`config.mk`:
```
export PLATFORM = sky130hd
export DESIGN_NAME = gain_with_peak_limiter_unit_flat
export DESIGN_NICKNAME = d
export VERILOG_FILES = /design/src/hdl/gwpl_pkg.sv /design/src/hdl/gwpl_ifs.sv /design/src/hdl/gwpl_csr.sv /design/src/hdl/gwpl_mul.sv /design/src/hdl/gain_with_peak_limiter_unit.sv /design/src/flat_wrapper.sv
export SDC_FILE = /design/constraint.sdc
export NUM_CORES = 2
export LEC_CHECK = 0
export BUFFER_PORTS_ARGS = -buffer_cell sky130_fd_sc_hd__buf_2
export CELL_PAD_IN_SITES_DETAIL_PLACEMENT = 1
export CELL_PAD_IN_SITES_GLOBAL_PLACEMENT = 1
export CORE_AREA = 2 2 339 592
export CTS_CLUSTER_DIAMETER = 30
export DETAILED_ROUTE_END_ITERATION = 6
export DIE_AREA = 0 0 341 594
export PLACE_DENSITY = 0.56
export SYNTH_ARGS = -nofsm -noshare
export SYNTH_HDL_FRONTEND = slang
export SYNTH_HIERARCHICAL = 1
export SYNTH_SLANG_ARGS = --single-unit
```
`constraint.sdc`:
```
create_clock -name clock -period 10.4 [get_ports clock]
set_clock_uncertainty 0.05 [all_clocks]
set_input_delay 2.08 -clock clock [delete_from_list [all_inputs] [get_ports clock]]
set_output_delay 2.08 -clock clock [all_outputs]
set_load 0.01 [all_outputs]
```
`src/hdl/gwpl_pkg.sv`:
```
// shared widths, configuration types and register indexes for the gain and peak limiter
package gwpl_pkg;

   localparam int SAMPLE_W   = 32;
   localparam int THR_W      = 31;
   localparam int LG_W       = 16;
   localparam int CNT_W      = 32;
   localparam int CSR_IDX_W  = 8;
   localparam int CSR_DATA_W = 32;
   localparam int FRAC_W     = 16;

   // shared multiplier: 33-bit signed operands, product kept to 64 bits
   localparam int MUL_OP_W = 33;
   localparam int PROD_W   = 64;

   // register indexes
   localparam logic [CSR_IDX_W-1:0] REG_GAIN        = 8'd0;
   localparam logic [CSR_IDX_W-1:0] REG_USE_LIMITER = 8'd1;
   localparam logic [CSR_IDX_W-1:0] REG_LIM_THRESH  = 8'd2;
   localparam logic [CSR_IDX_W-1:0] REG_LIM_GAIN    = 8'd3;

   // reset values
   localparam logic signed [SAMPLE_W-1:0] GAIN_RST = 32'sd65536;
   localparam logic [THR_W-1:0]           THR_RST  = 31'h7fff_ffff;
   localparam logic [LG_W-1:0]            LG_RST   = 16'd3277;

   localparam logic [CNT_W-1:0] CNT_MAX = '1;

   typedef struct packed {
      logic signed [SAMPLE_W-1:0] gain;
      logic                       use_limiter;
      logic [THR_W-1:0]           limiter_threshold;
      logic [LG_W-1:0]            limiter_gain;
   } cfg_type;

endpackage

```
`src/hdl/gwpl_ifs.sv`:
```
// valid/ready channel interfaces for samples, results and register writes

interface gwpl_req_if;
   logic                                valid;
   logic                                ready;
   logic signed [gwpl_pkg::SAMPLE_W-1:0] in_sample;
   logic                                buffer_end;
   modport source (output valid, in_sample, buffer_end, input ready);
   modport sink   (input valid, in_sample, buffer_end, output ready);
endinterface

interface gwpl_rsp_if;
   logic                                valid;
   logic                                ready;
   logic signed [gwpl_pkg::SAMPLE_W-1:0] out_sample;
   logic                                was_limited;
   logic                                was_clipped;
   logic [gwpl_pkg::CNT_W-1:0]          limited_total;
   logic [gwpl_pkg::CNT_W-1:0]          clipped_total;
   logic                                end_flag;
   modport source (output valid, out_sample, was_limited, was_clipped, limited_total,
                   clipped_total, end_flag, input ready);
   modport sink   (input valid, out_sample, was_limited, was_clipped, limited_total,
                   clipped_total, end_flag, output ready);
endinterface

interface gwpl_csr_if;
   logic                                valid;
   logic                                ready;
   logic [gwpl_pkg::CSR_IDX_W-1:0]      index;
   logic [gwpl_pkg::CSR_DATA_W-1:0]     data;
   modport source (output valid, index, data, input ready);
   modport sink   (input valid, index, data, output ready);
endinterface

```
`src/hdl/gwpl_csr.sv`:
```
// configuration registers: gain, limiter enable, threshold and slope
module gwpl_csr (
   input  logic                clock,
   input  logic                reset,
   gwpl_csr_if.sink            csr_bus,
   output gwpl_pkg::cfg_type   cfg
);

   gwpl_pkg::cfg_type cfg_ff;
   gwpl_pkg::cfg_type cfg_in;

   assign csr_bus.ready = 1'b1;

   always_comb begin
      cfg_in = cfg_ff;
      if (csr_bus.valid) begin
         unique case (csr_bus.index)
            gwpl_pkg::REG_GAIN:        cfg_in.gain = csr_bus.data[gwpl_pkg::SAMPLE_W-1:0];
            gwpl_pkg::REG_USE_LIMITER: cfg_in.use_limiter = csr_bus.data[0];
            gwpl_pkg::REG_LIM_THRESH:
               cfg_in.limiter_threshold = csr_bus.data[gwpl_pkg::THR_W-1:0];
            gwpl_pkg::REG_LIM_GAIN:    cfg_in.limiter_gain = csr_bus.data[gwpl_pkg::LG_W-1:0];
            default:                   cfg_in = cfg_ff;
         endcase
      end
   end

   always_ff @(posedge clock) begin
      if (reset) begin
         cfg_ff.gain              <= gwpl_pkg::GAIN_RST;
         cfg_ff.use_limiter       <= 1'b0;
         cfg_ff.limiter_threshold <= gwpl_pkg::THR_RST;
         cfg_ff.limiter_gain      <= gwpl_pkg::LG_RST;
      end else begin
         cfg_ff <= cfg_in;
      end
   end

   assign cfg = cfg_ff;

endmodule

```
`src/hdl/gwpl_mul.sv`:
```
// registered signed multiplier shared by the gain and limiter paths
module gwpl_mul (
   input  logic                                   clock,
   input  logic                                   en,
   input  logic signed [gwpl_pkg::MUL_OP_W-1:0]   op_a,
   input  logic signed [gwpl_pkg::MUL_OP_W-1:0]   op_b,
   output logic signed [gwpl_pkg::PROD_W-1:0]     prod
);

   logic signed [2*gwpl_pkg::MUL_OP_W-1:0] full;
   logic signed [gwpl_pkg::PROD_W-1:0]     prod_ff;
   logic signed [gwpl_pkg::PROD_W-1:0]     prod_in;

   assign full    = op_a * op_b;
   // the selected products always fit in 64 signed bits
   assign prod_in = full[gwpl_pkg::PROD_W-1:0];

   always_ff @(posedge clock) begin
      if (en) begin
         prod_ff <= prod_in;
      end
   end

   assign prod = prod_ff;

endmodule

```
`src/hdl/gain_with_peak_limiter_unit.sv`:
```
// top level: gain stage with soft peak limiter, five-stage pipeline
//
//   channel   port      direction  beat carries
//   -------   --------  ---------  --------------------------------------------------
//   samples   req_bus   in         in_sample, buffer_end
//   results   rsp_bus   out        out_sample, was_limited, was_clipped, totals, end_flag
//   config    csr_bus   in         index, data (always ready)
//
// one beat per cycle sustained while rsp_bus is ready; a sample passes through the stage 1
// to stage 5 registers in order to reach the output register; the 33x33 multiplier in stage 2 sets the stage depth
// reset clears all valid bits, both saturating counters and loads default config
// each stage loads when it is empty or the stage after it moves, so a stall on
// rsp_bus holds everything in place and gaps between beats close up
module gain_with_peak_limiter_unit #(
   parameter int SAMPLE_BITS = 32
) (
   input  logic        clock,
   input  logic        reset,
   gwpl_csr_if.sink    csr_bus,
   gwpl_req_if.sink    req_bus,
   gwpl_rsp_if.source  rsp_bus
);

   // clip limits in full precision and scaled by 2^16
   localparam logic signed [63:0] SMAX_W = (64'sd1 <<< (SAMPLE_BITS - 1)) - 64'sd1;
   localparam logic signed [63:0] SMIN_W = -SMAX_W - 64'sd1;
   localparam logic signed [63:0] SMAX_Q = SMAX_W <<< gwpl_pkg::FRAC_W;
   localparam logic signed [63:0] SMIN_Q = SMIN_W <<< gwpl_pkg::FRAC_W;
   localparam logic signed [63:0] ROUND_BIAS = (64'sd1 <<< gwpl_pkg::FRAC_W) - 64'sd1;

   gwpl_pkg::cfg_type cfg;

   gwpl_csr u_csr (
      .clock   (clock),
      .reset   (reset),
      .csr_bus (csr_bus),
      .cfg     (cfg)
   );

   // stage enables, back to front
   logic en1, en2, en3, en4, en5;
   logic v1_ff, v2_ff, v3_ff, v4_ff, v5_ff;

   assign en5 = !v5_ff || rsp_bus.ready;
   assign en4 = !v4_ff || en5;
   assign en3 = !v3_ff || en4;
   assign en2 = !v2_ff || en3;
   assign en1 = !v1_ff || en2;

   assign req_bus.ready = en1;

   always_ff @(posedge clock) begin
      if (reset) begin
         v1_ff <= 1'b0;
         v2_ff <= 1'b0;
         v3_ff <= 1'b0;
         v4_ff <= 1'b0;
         v5_ff <= 1'b0;
      end else begin
         if (en1) v1_ff <= req_bus.valid;
         if (en2) v2_ff <= v1_ff;
         if (en3) v3_ff <= v2_ff;
         if (en4) v4_ff <= v3_ff;
         if (en5) v5_ff <= v4_ff;
      end
   end

   // ---------------------------------------------------------------------------
   // stage 1: threshold tests and multiplier operand selection
   // ---------------------------------------------------------------------------
   logic signed [32:0] s_ext;
   logic signed [32:0] thr_ext;
   logic signed [33:0] s_w;
   logic signed [33:0] smax_w;
   logic signed [33:0] dist_pos;   // distance to full scale, positive side
   logic signed [33:0] dist_neg;   // distance to full scale, negative side
   logic               lim_pos_in, lim_neg_in;
   logic signed [gwpl_pkg::MUL_OP_W-1:0] opa_in, opb_in;

   logic               s1_lim_pos_ff, s1_lim_neg_ff, s1_end_ff;
   logic signed [gwpl_pkg::MUL_OP_W-1:0] s1_opa_ff, s1_opb_ff;

   assign s_ext   = {req_bus.in_sample[gwpl_pkg::SAMPLE_W-1], req_bus.in_sample};
   assign thr_ext = {2'b00, cfg.limiter_threshold};
   assign s_w     = {{2{req_bus.in_sample[gwpl_pkg::SAMPLE_W-1]}}, req_bus.in_sample};
   assign smax_w  = SMAX_W[33:0];
   assign dist_pos = smax_w - s_w;
   assign dist_neg = smax_w + s_w;

   assign lim_pos_in = cfg.use_limiter && (s_ext > thr_ext);
   assign lim_neg_in = cfg.use_limiter && (s_ext < -thr_ext);

   always_comb begin
      priority if (lim_pos_in) begin
         opa_in = dist_pos[gwpl_pkg::MUL_OP_W-1:0];
         opb_in = {{(gwpl_pkg::MUL_OP_W - gwpl_pkg::LG_W){1'b0}}, cfg.limiter_gain};
      end else if (lim_neg_in) begin
         opa_in = dist_neg[gwpl_pkg::MUL_OP_W-1:0];
         opb_in = {{(gwpl_pkg::MUL_OP_W - gwpl_pkg::LG_W){1'b0}}, cfg.limiter_gain};
      end else begin
         opa_in = s_ext;
         opb_in = {cfg.gain[gwpl_pkg::SAMPLE_W-1], cfg.gain};
      end
   end

   always_ff @(posedge clock) begin
      if (en1) begin
         s1_opa_ff     <= opa_in;
         s1_opb_ff     <= opb_in;
         s1_lim_pos_ff <= lim_pos_in;
         s1_lim_neg_ff <= lim_neg_in;
         s1_end_ff     <= req_bus.buffer_end;
      end
   end

   // ---------------------------------------------------------------------------
   // stage 2: gain * sample or slope * distance
   // ---------------------------------------------------------------------------
   logic signed [gwpl_pkg::PROD_W-1:0] s2_prod;
   logic s2_lim_pos_ff, s2_lim_neg_ff, s2_end_ff;

   gwpl_mul u_mul (
      .clock (clock),
      .en    (en2),
      .op_a  (s1_opa_ff),
      .op_b  (s1_opb_ff),
      .prod  (s2_prod)
   );

   always_ff @(posedge clock) begin
      if (en2) begin
         s2_lim_pos_ff <= s1_lim_pos_ff;
         s2_lim_neg_ff <= s1_lim_neg_ff;
         s2_end_ff     <= s1_end_ff;
      end
   end

   // ---------------------------------------------------------------------------
   // stage 3: exact result scaled by 2^16
   // ---------------------------------------------------------------------------
   logic signed [63:0] num_in;
   logic signed [63:0] s3_num_ff;
   logic s3_lim_pos_ff, s3_lim_neg_ff, s3_end_ff;

   always_comb begin
      priority if (s2_lim_pos_ff) begin
         num_in = SMAX_Q - s2_prod;
      end else if (s2_lim_neg_ff) begin
         num_in = s2_prod - SMAX_Q;   // sign restored on the negative side
      end else begin
         num_in = s2_prod;
      end
   end

   always_ff @(posedge clock) begin
      if (en3) begin
         s3_num_ff     <= num_in;
         s3_lim_pos_ff <= s2_lim_pos_ff;
         s3_lim_neg_ff <= s2_lim_neg_ff;
         s3_end_ff     <= s2_end_ff;
      end
   end

   // ---------------------------------------------------------------------------
   // stage 4: clip tests and truncation toward zero
   // ---------------------------------------------------------------------------
   logic               over_hi, over_lo;
   logic signed [63:0] biased;
   logic [gwpl_pkg::SAMPLE_W-1:0] res_in;
   logic               clip_in;

   logic [gwpl_pkg::SAMPLE_W-1:0] s4_res_ff;
   logic s4_limited_ff, s4_clipped_ff, s4_end_ff;

   assign over_hi = s3_num_ff > SMAX_Q;
   assign over_lo = s3_num_ff < SMIN_Q;
   // negative values get 2^16-1 added so the shift truncates toward zero
   assign biased  = s3_num_ff + (s3_num_ff[63] ? ROUND_BIAS : 64'sd0);
   // a limiter result on the negative side that leaves the range pins to a rail without a clip count
   assign clip_in = (over_hi || over_lo) && !s3_lim_neg_ff;

   always_comb begin
      priority if (over_lo) begin
         res_in = SMIN_W[gwpl_pkg::SAMPLE_W-1:0];
      end else if (over_hi) begin
         res_in = SMAX_W[gwpl_pkg::SAMPLE_W-1:0];
      end else begin
         res_in = biased[gwpl_pkg::FRAC_W +: gwpl_pkg::SAMPLE_W];
      end
   end

   always_ff @(posedge clock) begin
      if (en4) begin
         s4_res_ff     <= res_in;
         s4_limited_ff <= s3_lim_pos_ff || s3_lim_neg_ff;
         s4_clipped_ff <= clip_in;
         s4_end_ff     <= s3_end_ff;
      end
   end

   // ---------------------------------------------------------------------------
   // stage 5: output register and saturating counters
   // the counters move only when a beat enters the output register, so they
   // always hold the totals of the beat on display
   // ---------------------------------------------------------------------------
   logic [gwpl_pkg::CNT_W-1:0] lim_cnt_ff, lim_cnt_in;
   logic [gwpl_pkg::CNT_W-1:0] clip_cnt_ff, clip_cnt_in;
   logic                       load5;

   logic [gwpl_pkg::SAMPLE_W-1:0] s5_res_ff;
   logic s5_limited_ff, s5_clipped_ff, s5_end_ff;

   assign load5 = en5 && v4_ff;

   always_comb begin
      lim_cnt_in  = lim_cnt_ff;
      clip_cnt_in = clip_cnt_ff;
      if (load5 && s4_limited_ff && (lim_cnt_ff != gwpl_pkg::CNT_MAX)) begin
         lim_cnt_in = lim_cnt_ff + 1'b1;
      end
      if (load5 && s4_clipped_ff && (clip_cnt_ff != gwpl_pkg::CNT_MAX)) begin
         clip_cnt_in = clip_cnt_ff + 1'b1;
      end
   end

   always_ff @(posedge clock) begin
      if (reset) begin
         lim_cnt_ff  <= '0;
         clip_cnt_ff <= '0;
      end else begin
         lim_cnt_ff  <= lim_cnt_in;
         clip_cnt_ff <= clip_cnt_in;
      end
   end

   always_ff @(posedge clock) begin
      if (en5) begin
         s5_res_ff     <= s4_res_ff;
         s5_limited_ff <= s4_limited_ff;
         s5_clipped_ff <= s4_clipped_ff;
         s5_end_ff     <= s4_end_ff;
      end
   end

   assign rsp_bus.valid         = v5_ff;
   assign rsp_bus.out_sample    = s5_res_ff;
   assign rsp_bus.was_limited   = s5_limited_ff;
   assign rsp_bus.was_clipped   = s5_clipped_ff;
   assign rsp_bus.limited_total = lim_cnt_ff;
   assign rsp_bus.clipped_total = clip_cnt_ff;
   assign rsp_bus.end_flag      = s5_end_ff;

   // ---------------------------------------------------------------------------
   // assertions
   // ---------------------------------------------------------------------------

   // a clipped beat sits exactly at one rail of the sample range
   a_clip_at_rail: assert property (@(posedge clock) disable iff (reset)
      (rsp_bus.valid && rsp_bus.was_clipped) |->
         (rsp_bus.out_sample == SMAX_W[gwpl_pkg::SAMPLE_W-1:0] ||
          rsp_bus.out_sample == SMIN_W[gwpl_pkg::SAMPLE_W-1:0]))
      else $error("clipped beat not at a rail");

   // every result stays inside the configured sample range
   a_in_range: assert property (@(posedge clock) disable iff (reset)
      rsp_bus.valid |->
         ($signed(rsp_bus.out_sample) <= SMAX_W && $signed(rsp_bus.out_sample) >= SMIN_W))
      else $error("result outside sample range");

   // counters step by at most one, and only for a beat entering the output register
   a_lim_cnt_step: assert property (@(posedge clock) disable iff (reset)
      !$stable(lim_cnt_ff) |->
         ($past(load5 && s4_limited_ff) && lim_cnt_ff == $past(lim_cnt_ff) + 1'b1))
      else $error("limited count moved without a limited beat");

   a_clip_cnt_step: assert property (@(posedge clock) disable iff (reset)
      !$stable(clip_cnt_ff) |->
         ($past(load5 && s4_clipped_ff) && clip_cnt_ff == $past(clip_cnt_ff) + 1'b1))
      else $error("clip count moved without a clipped beat");

endmodule
```
`src/flat_wrapper.sv`:
```
// flat-port wrapper written by rule: the top's interface ports become plain ports
module gain_with_peak_limiter_unit_flat 
#(
   parameter int SAMPLE_BITS = 32
)
  (clock, reset, csr_bus_valid, csr_bus_index, csr_bus_data, csr_bus_ready, req_bus_valid, req_bus_in_sample, req_bus_buffer_end, req_bus_ready, rsp_bus_valid, rsp_bus_out_sample, rsp_bus_was_limited, rsp_bus_was_clipped, rsp_bus_limited_total, rsp_bus_clipped_total, rsp_bus_end_flag, rsp_bus_ready);
  gwpl_csr_if csr_bus_i ();
  gwpl_req_if req_bus_i ();
  gwpl_rsp_if rsp_bus_i ();
  input  logic clock;
  input  logic reset;
  input wire logic [$bits(csr_bus_i.valid)-1:0] csr_bus_valid;
  input wire logic [$bits(csr_bus_i.index)-1:0] csr_bus_index;
  input wire logic [$bits(csr_bus_i.data)-1:0] csr_bus_data;
  output wire logic [$bits(csr_bus_i.ready)-1:0] csr_bus_ready;
  input wire logic [$bits(req_bus_i.valid)-1:0] req_bus_valid;
  input wire logic [$bits(req_bus_i.in_sample)-1:0] req_bus_in_sample;
  input wire logic [$bits(req_bus_i.buffer_end)-1:0] req_bus_buffer_end;
  output wire logic [$bits(req_bus_i.ready)-1:0] req_bus_ready;
  output wire logic [$bits(rsp_bus_i.valid)-1:0] rsp_bus_valid;
  output wire logic [$bits(rsp_bus_i.out_sample)-1:0] rsp_bus_out_sample;
  output wire logic [$bits(rsp_bus_i.was_limited)-1:0] rsp_bus_was_limited;
  output wire logic [$bits(rsp_bus_i.was_clipped)-1:0] rsp_bus_was_clipped;
  output wire logic [$bits(rsp_bus_i.limited_total)-1:0] rsp_bus_limited_total;
  output wire logic [$bits(rsp_bus_i.clipped_total)-1:0] rsp_bus_clipped_total;
  output wire logic [$bits(rsp_bus_i.end_flag)-1:0] rsp_bus_end_flag;
  input wire logic [$bits(rsp_bus_i.ready)-1:0] rsp_bus_ready;
  assign csr_bus_i.valid = csr_bus_valid;
  assign csr_bus_i.index = csr_bus_index;
  assign csr_bus_i.data = csr_bus_data;
  assign csr_bus_ready = csr_bus_i.ready;
  assign req_bus_i.valid = req_bus_valid;
  assign req_bus_i.in_sample = req_bus_in_sample;
  assign req_bus_i.buffer_end = req_bus_buffer_end;
  assign req_bus_ready = req_bus_i.ready;
  assign rsp_bus_valid = rsp_bus_i.valid;
  assign rsp_bus_out_sample = rsp_bus_i.out_sample;
  assign rsp_bus_was_limited = rsp_bus_i.was_limited;
  assign rsp_bus_was_clipped = rsp_bus_i.was_clipped;
  assign rsp_bus_limited_total = rsp_bus_i.limited_total;
  assign rsp_bus_clipped_total = rsp_bus_i.clipped_total;
  assign rsp_bus_end_flag = rsp_bus_i.end_flag;
  assign rsp_bus_i.ready = rsp_bus_ready;
  gain_with_peak_limiter_unit #(.SAMPLE_BITS(SAMPLE_BITS)) u_core (.clock(clock), .reset(reset), .csr_bus(csr_bus_i), .req_bus(req_bus_i), .rsp_bus(rsp_bus_i));
endmodule
```
# Yosys cells after proc, flatten, opt, wreduce, memory -nomap -nowiden
# Cells that the tools add are included.
# Widths: inputs -> output; s select.
classes:
  addsub: 8
  n_mul: 1
  magnitude_cmp: 4
  eq_ne: 5
  muxes: 8
  n_reduce_logical: 27
ops:
  columns: ["cell", "count"]
  rows:
  - ["$mux 64", 2]
  - ["$mux 33", 2]
  - ["$add 32x1->32 const B", 2]
  - ["$gt 64x48->1 const B", 1]
  - ["$lt 64x48->1 const B", 1]
  - ["$mul 33x32->64", 1]
  - ["$ne 32x32->1 const B", 2]
  - ["$sub 48x64->64 const A", 1]
  - ["$sub 64x48->64 const B", 1]
  - ["$add 48x48->48", 1]
  - ["$mux 16", 3]
  - ["$add 32x32->33 const A", 1]
  - ["$lt 32x33->1", 1]
  - ["$neg 31->33", 1]
  - ["$sub 32x32->33 const A", 1]
  - ["$gt 32x32->1", 1]
  - ["$mux 32", 1]
  - ["$eq 8x2->1 const B", 2]
  - ["$eq 8x1->1 const B", 1]
  - ["$logic_and 1x1->1", 8]
  - ["$logic_not 8->1", 1]
  - ["$reduce_and 2->1", 4]
  - ["$logic_or 1x1->1", 7]
  - ["$logic_not 1->1", 6]
  - ["$reduce_or 2->1", 1]
word_totals:
  ff_bits: 421
  inputBits: 78
  word_cells: 86

# Depth between registers and ports, before layout
logic_depth:
  word_depth: 6
  ltp_mapped: 28

# By module
# The synthesis kept the hierarchy.
modules_own_cells:
  columns: ["mod", "n_inst", "cells_each", "area_per_inst_um2", "seq_area_each_um2"]
  rows:
  - ["gwpl_mul", 1, 4217, 40197.3, 1921.8]
  - ["gain_with_peak_limiter_unit", 1, 1499, 15503.6, 7627.3]
  - ["gwpl_csr", 1, 337, 3358.2, 1601.5]

# Worst setup path after synthesis
# No wires, ideal clock.
synth_timing:
  path_type: "register -> register"
  from: "register u_core/s1_opb_ff[0] in the netlist's numbering"
  to: "register u_core.u_mul.prod_ff, in the netlist u_core/u_mul/prod[61], data pin"
  setup_ns: 0.262
  t_arrival_ns: 7.838
  t_required_ns: 10.088
  slack_ns: 2.249
  stages_incl_launch_ff: 25
  path_buffers: 1
  synth_period_minus_slack_ns: 8.151
  path_cell_list: "edfxtp_1 clkbuf_1 nand2_1 inv_1 fa_1 fa_1 fa_1 inv_1 fa_1 inv_1 fa_1 fa_1 fa_1 inv_1 fa_1 inv_1 ha_1 a21o_1 a2111o_1 o221ai_1 nor3b_1 a21oi_1 o21ai_1 mux2i_1 nand3_1"
synth_via:
  elab_chain_len: 1
synth_lines:
  columns: ["element", "line_no", "text"]
  rows:
  - ["from (decl)", "gain_with_peak_limiter_unit.sv:81", "logic signed [gwpl_pkg::MUL_OP_W-1:0] s1_opa_ff, s1_opb_ff;"]
  - ["from (signal assigned)", "gain_with_peak_limiter_unit.sv:109", "s1_opb_ff <= opb_in;"]
  - ["$mul 33x32->64", "gwpl_mul.sv:14", "assign full = op_a * op_b;"]
  - ["named net u_core.u_mul.full (one bit)", "gwpl_mul.sv:10", "logic signed [2*gwpl_pkg::MUL_OP_W-1:0] full;"]
  - ["to (signal assigned)", "gwpl_mul.sv:20", "prod_ff <= prod_in;"]
  - ["to (decl)", "gwpl_mul.sv:11", "logic signed [gwpl_pkg::PROD_W-1:0] prod_ff;"]
# The timed path passes the listed nets, and every way through them passes these cells.
# A chain may end at the register's enable or synchronous reset.

# Worst setup path in the final report
layout_timing:
  from: "register u_core/s1_opb_ff[9] in the netlist's numbering"
  to: "register u_core.u_mul.prod_ff, in the netlist u_core/u_mul/prod[61], data pin"
# The elaborated chain is that of the path after synthesis.

==> impl_metrics.tcl <==
set metrics [dict create \
    die_w_microns 341 \
    ctsLongestPathBuffers 3 \
    grt_max_degree 132 \
    cts_buffers 105 \
    synth-xor-area-share_pct 3.974 \
    tightest_slew_ns 1.182 \
    muxShareOfSynthArea_pct 1.765 \
    cp_max_fo 19 \
    reg2regPathDepth 24 \
    areaGrowthSynthToFinish_pct 13.43 \
    worstHoldPathType "flip-flop to flip-flop" \
    worstSkewPairLatency_ns 0.73 \
    ios 180 \
    numPortBuffers 178 \
    drc_errors 0 \
    gp_congestion 0.9411 \
    num_vias 42700 \
    fin_crit_ns 9.049 \
    synth_edf_count 272 \
    dominantRegCellSynth "edfxtp_1" \
    crit_end "u_core/u_mul/prod[61]" \
    ys_ff_latch 421 \
    relSlewSlack_pct 21.20 \
    drive_above_1_share_pct 8.971 \
    rows 216 \
    vdd_drop_max_mv 0.1205 \
    finalInstanceArea_sq_um 66990 \
    antenna_found_initial 8 \
    cts_sinks 421 \
    seq_area_frac_synth_pct 18.88 \
    synthArstFlopShare_pct 0 \
    synth_cell_type_count 82 \
    finalMaxSlewViolations 0 \
    post_drt_wl_per_cell_microns 23.27 \
    overflow 0 \
    initial_utilization_pct 29.89 \
    fmax_mhz 110.5 \
    vias_per_cell 4.794 \
    place_hpwl_microns 173800 \
    synthSimpleGateAreaFrac_pct 16.90 \
    nFillCells 22540 \
    ctsResizeCount 0 \
    p_per_area_nw_per_um2 88.82 \
    cp.required_ns 10.82 \
    synth_compound_area_share_pct 4.792 \
    first_global_vias 49790 \
    cp-startpoint "u_core/s1_opb_ff[9]" \
    setup_viol 0 \
    final.setup.tns_ns 0 \
    routed_wl_microns 207300 \
    hold_depth 0 \
    postSynthCellCount 6053 \
    synth_area_sq_um 59060 \
    dieArea_sq_um 202600 \
    syn_avg_cell_area_sq_um 9.757 \
    htree_levels 3 \
    synth_fa_ha_area_share_pct 44.40 \
    cp-start-kind "flip-flop" \
    max-cap-violations 0 \
    cts_hold_buffers 0 \
    synth_top_family_by_area "adder cells" \
    grt_pass1_wl_microns 311500 \
    place_area_sq_um 63280 \
    first_pass_iters 5 \
    finalNetCount 7693 \
    syn_nets 7552 \
    rr_startpoint "u_core/s1_opb_ff[9]" \
    r2r_slack_ns 1.35 \
    end_kind "flip-flop" \
    p_leak_nw 32.18 \
    die_h_microns 594 \
    hold_viol 0 \
    status "finished clean" \
    cts.clk_slew.worst_paths_ns 0.05 \
    seqCellArea_sq_um 11150 \
    grtUsageTotal_pct 20.73 \
    drtIter0Drc 1630 \
    multi_input_area_sq_um 42480 \
    cts_root_buffer "clkbuf_16" \
    reg2reg_to "u_core/u_mul/prod[61]" \
    design.core.area_sq_um 197600 \
    cts_tree "built" \
    cts_setup_buffers 0 \
    rsz0062_at_grt "no" \
    ys_warn_count 6 \
    antenna_left 0 \
    finalCritPeriodShare_pct 87.01 \
    crit_arrival_ns 9.47 \
    worstSetupPathType "flip-flop to flip-flop" \
]
-- through the flow --
stage	cells	power [W]	utilization [%]	hold WS (ns)	setup slack (ns)
after floorplan	6053	0.002325	-	0.3503	2.249
after global placement	8703	0.002620	32.03	0.3552	1.350
after detailed placement	8703	0.002636	32.03	0.3563	1.198
after CTS	8903	0.006052	33.90	0.3499	1.225
after global routing	8903	0.006189	33.90	0.3550	0.9033
final	8907	0.005950	33.91	0.3540	1.351
-- cells by family after synthesis --
logic type	Yosys count
buf+inv	1435
xor+xnor	268
compound gates	457
simple gates	1948
fa+ha+maj	1421
mux	102
flops	421
other cells	1
-- worst min path at each step --
stage	from	end	slack, ns
2_1_floorplan	u_core/s4_end_ff	u_core/rsp_bus.end_flag	0.35
3_3_place_gp	u_core/s4_res_ff[11]	u_core/rsp_bus.out_sample[11]	0.36
3_5_place_dp	u_core/s4_res_ff[31]	u_core/rsp_bus.out_sample[31]	0.36
4_1_cts	u_core/s4_res_ff[17]	u_core/rsp_bus.out_sample[17]	0.35
5_1_grt	u_core/s4_res_ff[23]	u_core/rsp_bus.out_sample[23]	0.36
6_report	u_core/s4_res_ff[23]	u_core/rsp_bus.out_sample[23]	0.35
-- critical path, stage by stage (launching register included) --
cell and delay [ns]:
edfxtp_1 0.74, buf_4 0.35, nand2_1 0.13, inv_1 0.10, fa_1 0.92, inv_1 0.20, fa_1 0.82, fa_1 0.48
inv_1 0.09, fa_1 0.44, fa_1 0.57, fa_1 0.43, fa_1 0.51, fa_1 0.42, ha_1 0.39, a21oi_1 0.26
o21ai_0 0.19, a2111o_1 0.42, o221ai_1 0.21, nor3b_1 0.30, a21oi_1 0.15, o21ai_1 0.21, buf_4 0.16, mux2i_1 0.17
nand3_1 0.08
-- metal layers --
metal	wire (microns)	track usage (%)
met1	69130	19.74
met2	111500	39.47
met3	7404	2.814
met4	19220	16.11
met5	0	0
-- synthesized netlist by cell type, types with 7 or more instances --
| master | instances | share of area (%) |
|---|---|---|
| edfxtp_1 | 272 | 14 |
| nor4_1 | 28 | 0.30 |
| dfxtp_1 | 149 | 5.1 |
| o21a_1 | 7 | 0.089 |
| o21ai_0 | 71 | 0.60 |
| nand2_1 | 657 | 4.2 |
| inv_1 | 1147 | 7.3 |
| or2_2 | 8 | 0.085 |
| and3_1 | 43 | 0.46 |
| xor2_1 | 110 | 1.6 |
| fa_1 | 1125 | 38 |
| a21o_1 | 34 | 0.43 |
| or4_1 | 10 | 0.13 |
| a31oi_1 | 44 | 0.47 |
| or3_1 | 28 | 0.30 |
| and4_1 | 15 | 0.22 |
| a211oi_1 | 11 | 0.14 |
| o211ai_1 | 12 | 0.15 |
| nor3_1 | 57 | 0.48 |
| o21bai_1 | 14 | 0.18 |
| nand2b_1 | 95 | 1.0 |
| and2_1 | 574 | 6.1 |
| nand4_1 | 66 | 0.70 |
| buf_2 | 7 | 0.059 |
| a41oi_1 | 15 | 0.22 |
| ha_1 | 296 | 6.3 |
| mux2_2 | 16 | 0.31 |
| nand3_1 | 60 | 0.51 |
| mux2i_1 | 85 | 1.4 |
| nor2b_1 | 40 | 0.42 |
| a21oi_1 | 192 | 1.6 |
| nor2_1 | 235 | 1.5 |
| clkbuf_1 | 272 | 1.7 |
| xnor2_1 | 158 | 2.3 |
-- power breakdown --
| group | leakage [nW] | internal (W) | switching (W) |
|---|---|---|---|
| sequential | 4.14 | 0.00190 | 0.0000940 |
| combinational | 26.3 | 0.000213 | 0.000393 |
| clock | 1.78 | 0.00223 | 0.00112 |
| total | 32.2 | 0.00434 | 0.00161 |
-- placed cells by master, fill, tap and decap left out, types with 95 or more instances in the layout --
| cell | count |
|---|---|
| a21oi_1 | 192 |
| and2_1 | 574 |
| buf_2 | 177 |
| buf_4 | 137 |
| clkbuf_16 | 110 |
| dfxtp_1 | 149 |
| edfxtp_1 | 272 |
| fa_1 | 1125 |
| ha_1 | 296 |
| inv_1 | 1146 |
| nand2_1 | 656 |
| nand2b_1 | 95 |
| nor2_1 | 234 |
| xnor2_1 | 158 |
| xor2_1 | 110 |
-- layout make-up --
class,instances,share of cell area (%)
multi-input combinational,4197,63.42
antenna,4,0.01494
inverter,1147,6.427
tap,2616,4.886
clock inverter,76,1.229
sequential,421,16.65
clock buffer,124,4.292
timing repair buffer,322,3.084
-- sequential cells by signal (all words and copies together), names as in the netlist, 32 cells and up --
register	flops
u_core/u_csr/cfg	80
u_core/s3_num_ff	64
u_core/u_mul/prod	64
u_core/s1_opa_ff	33
u_core/rsp_bus.clipped_total	32
u_core/rsp_bus.limited_total	32
u_core/rsp_bus.out_sample	32
u_core/s1_opb_ff	32
u_core/s4_res_ff	32
Note: power is estimated with default switching activity, not from simulation.
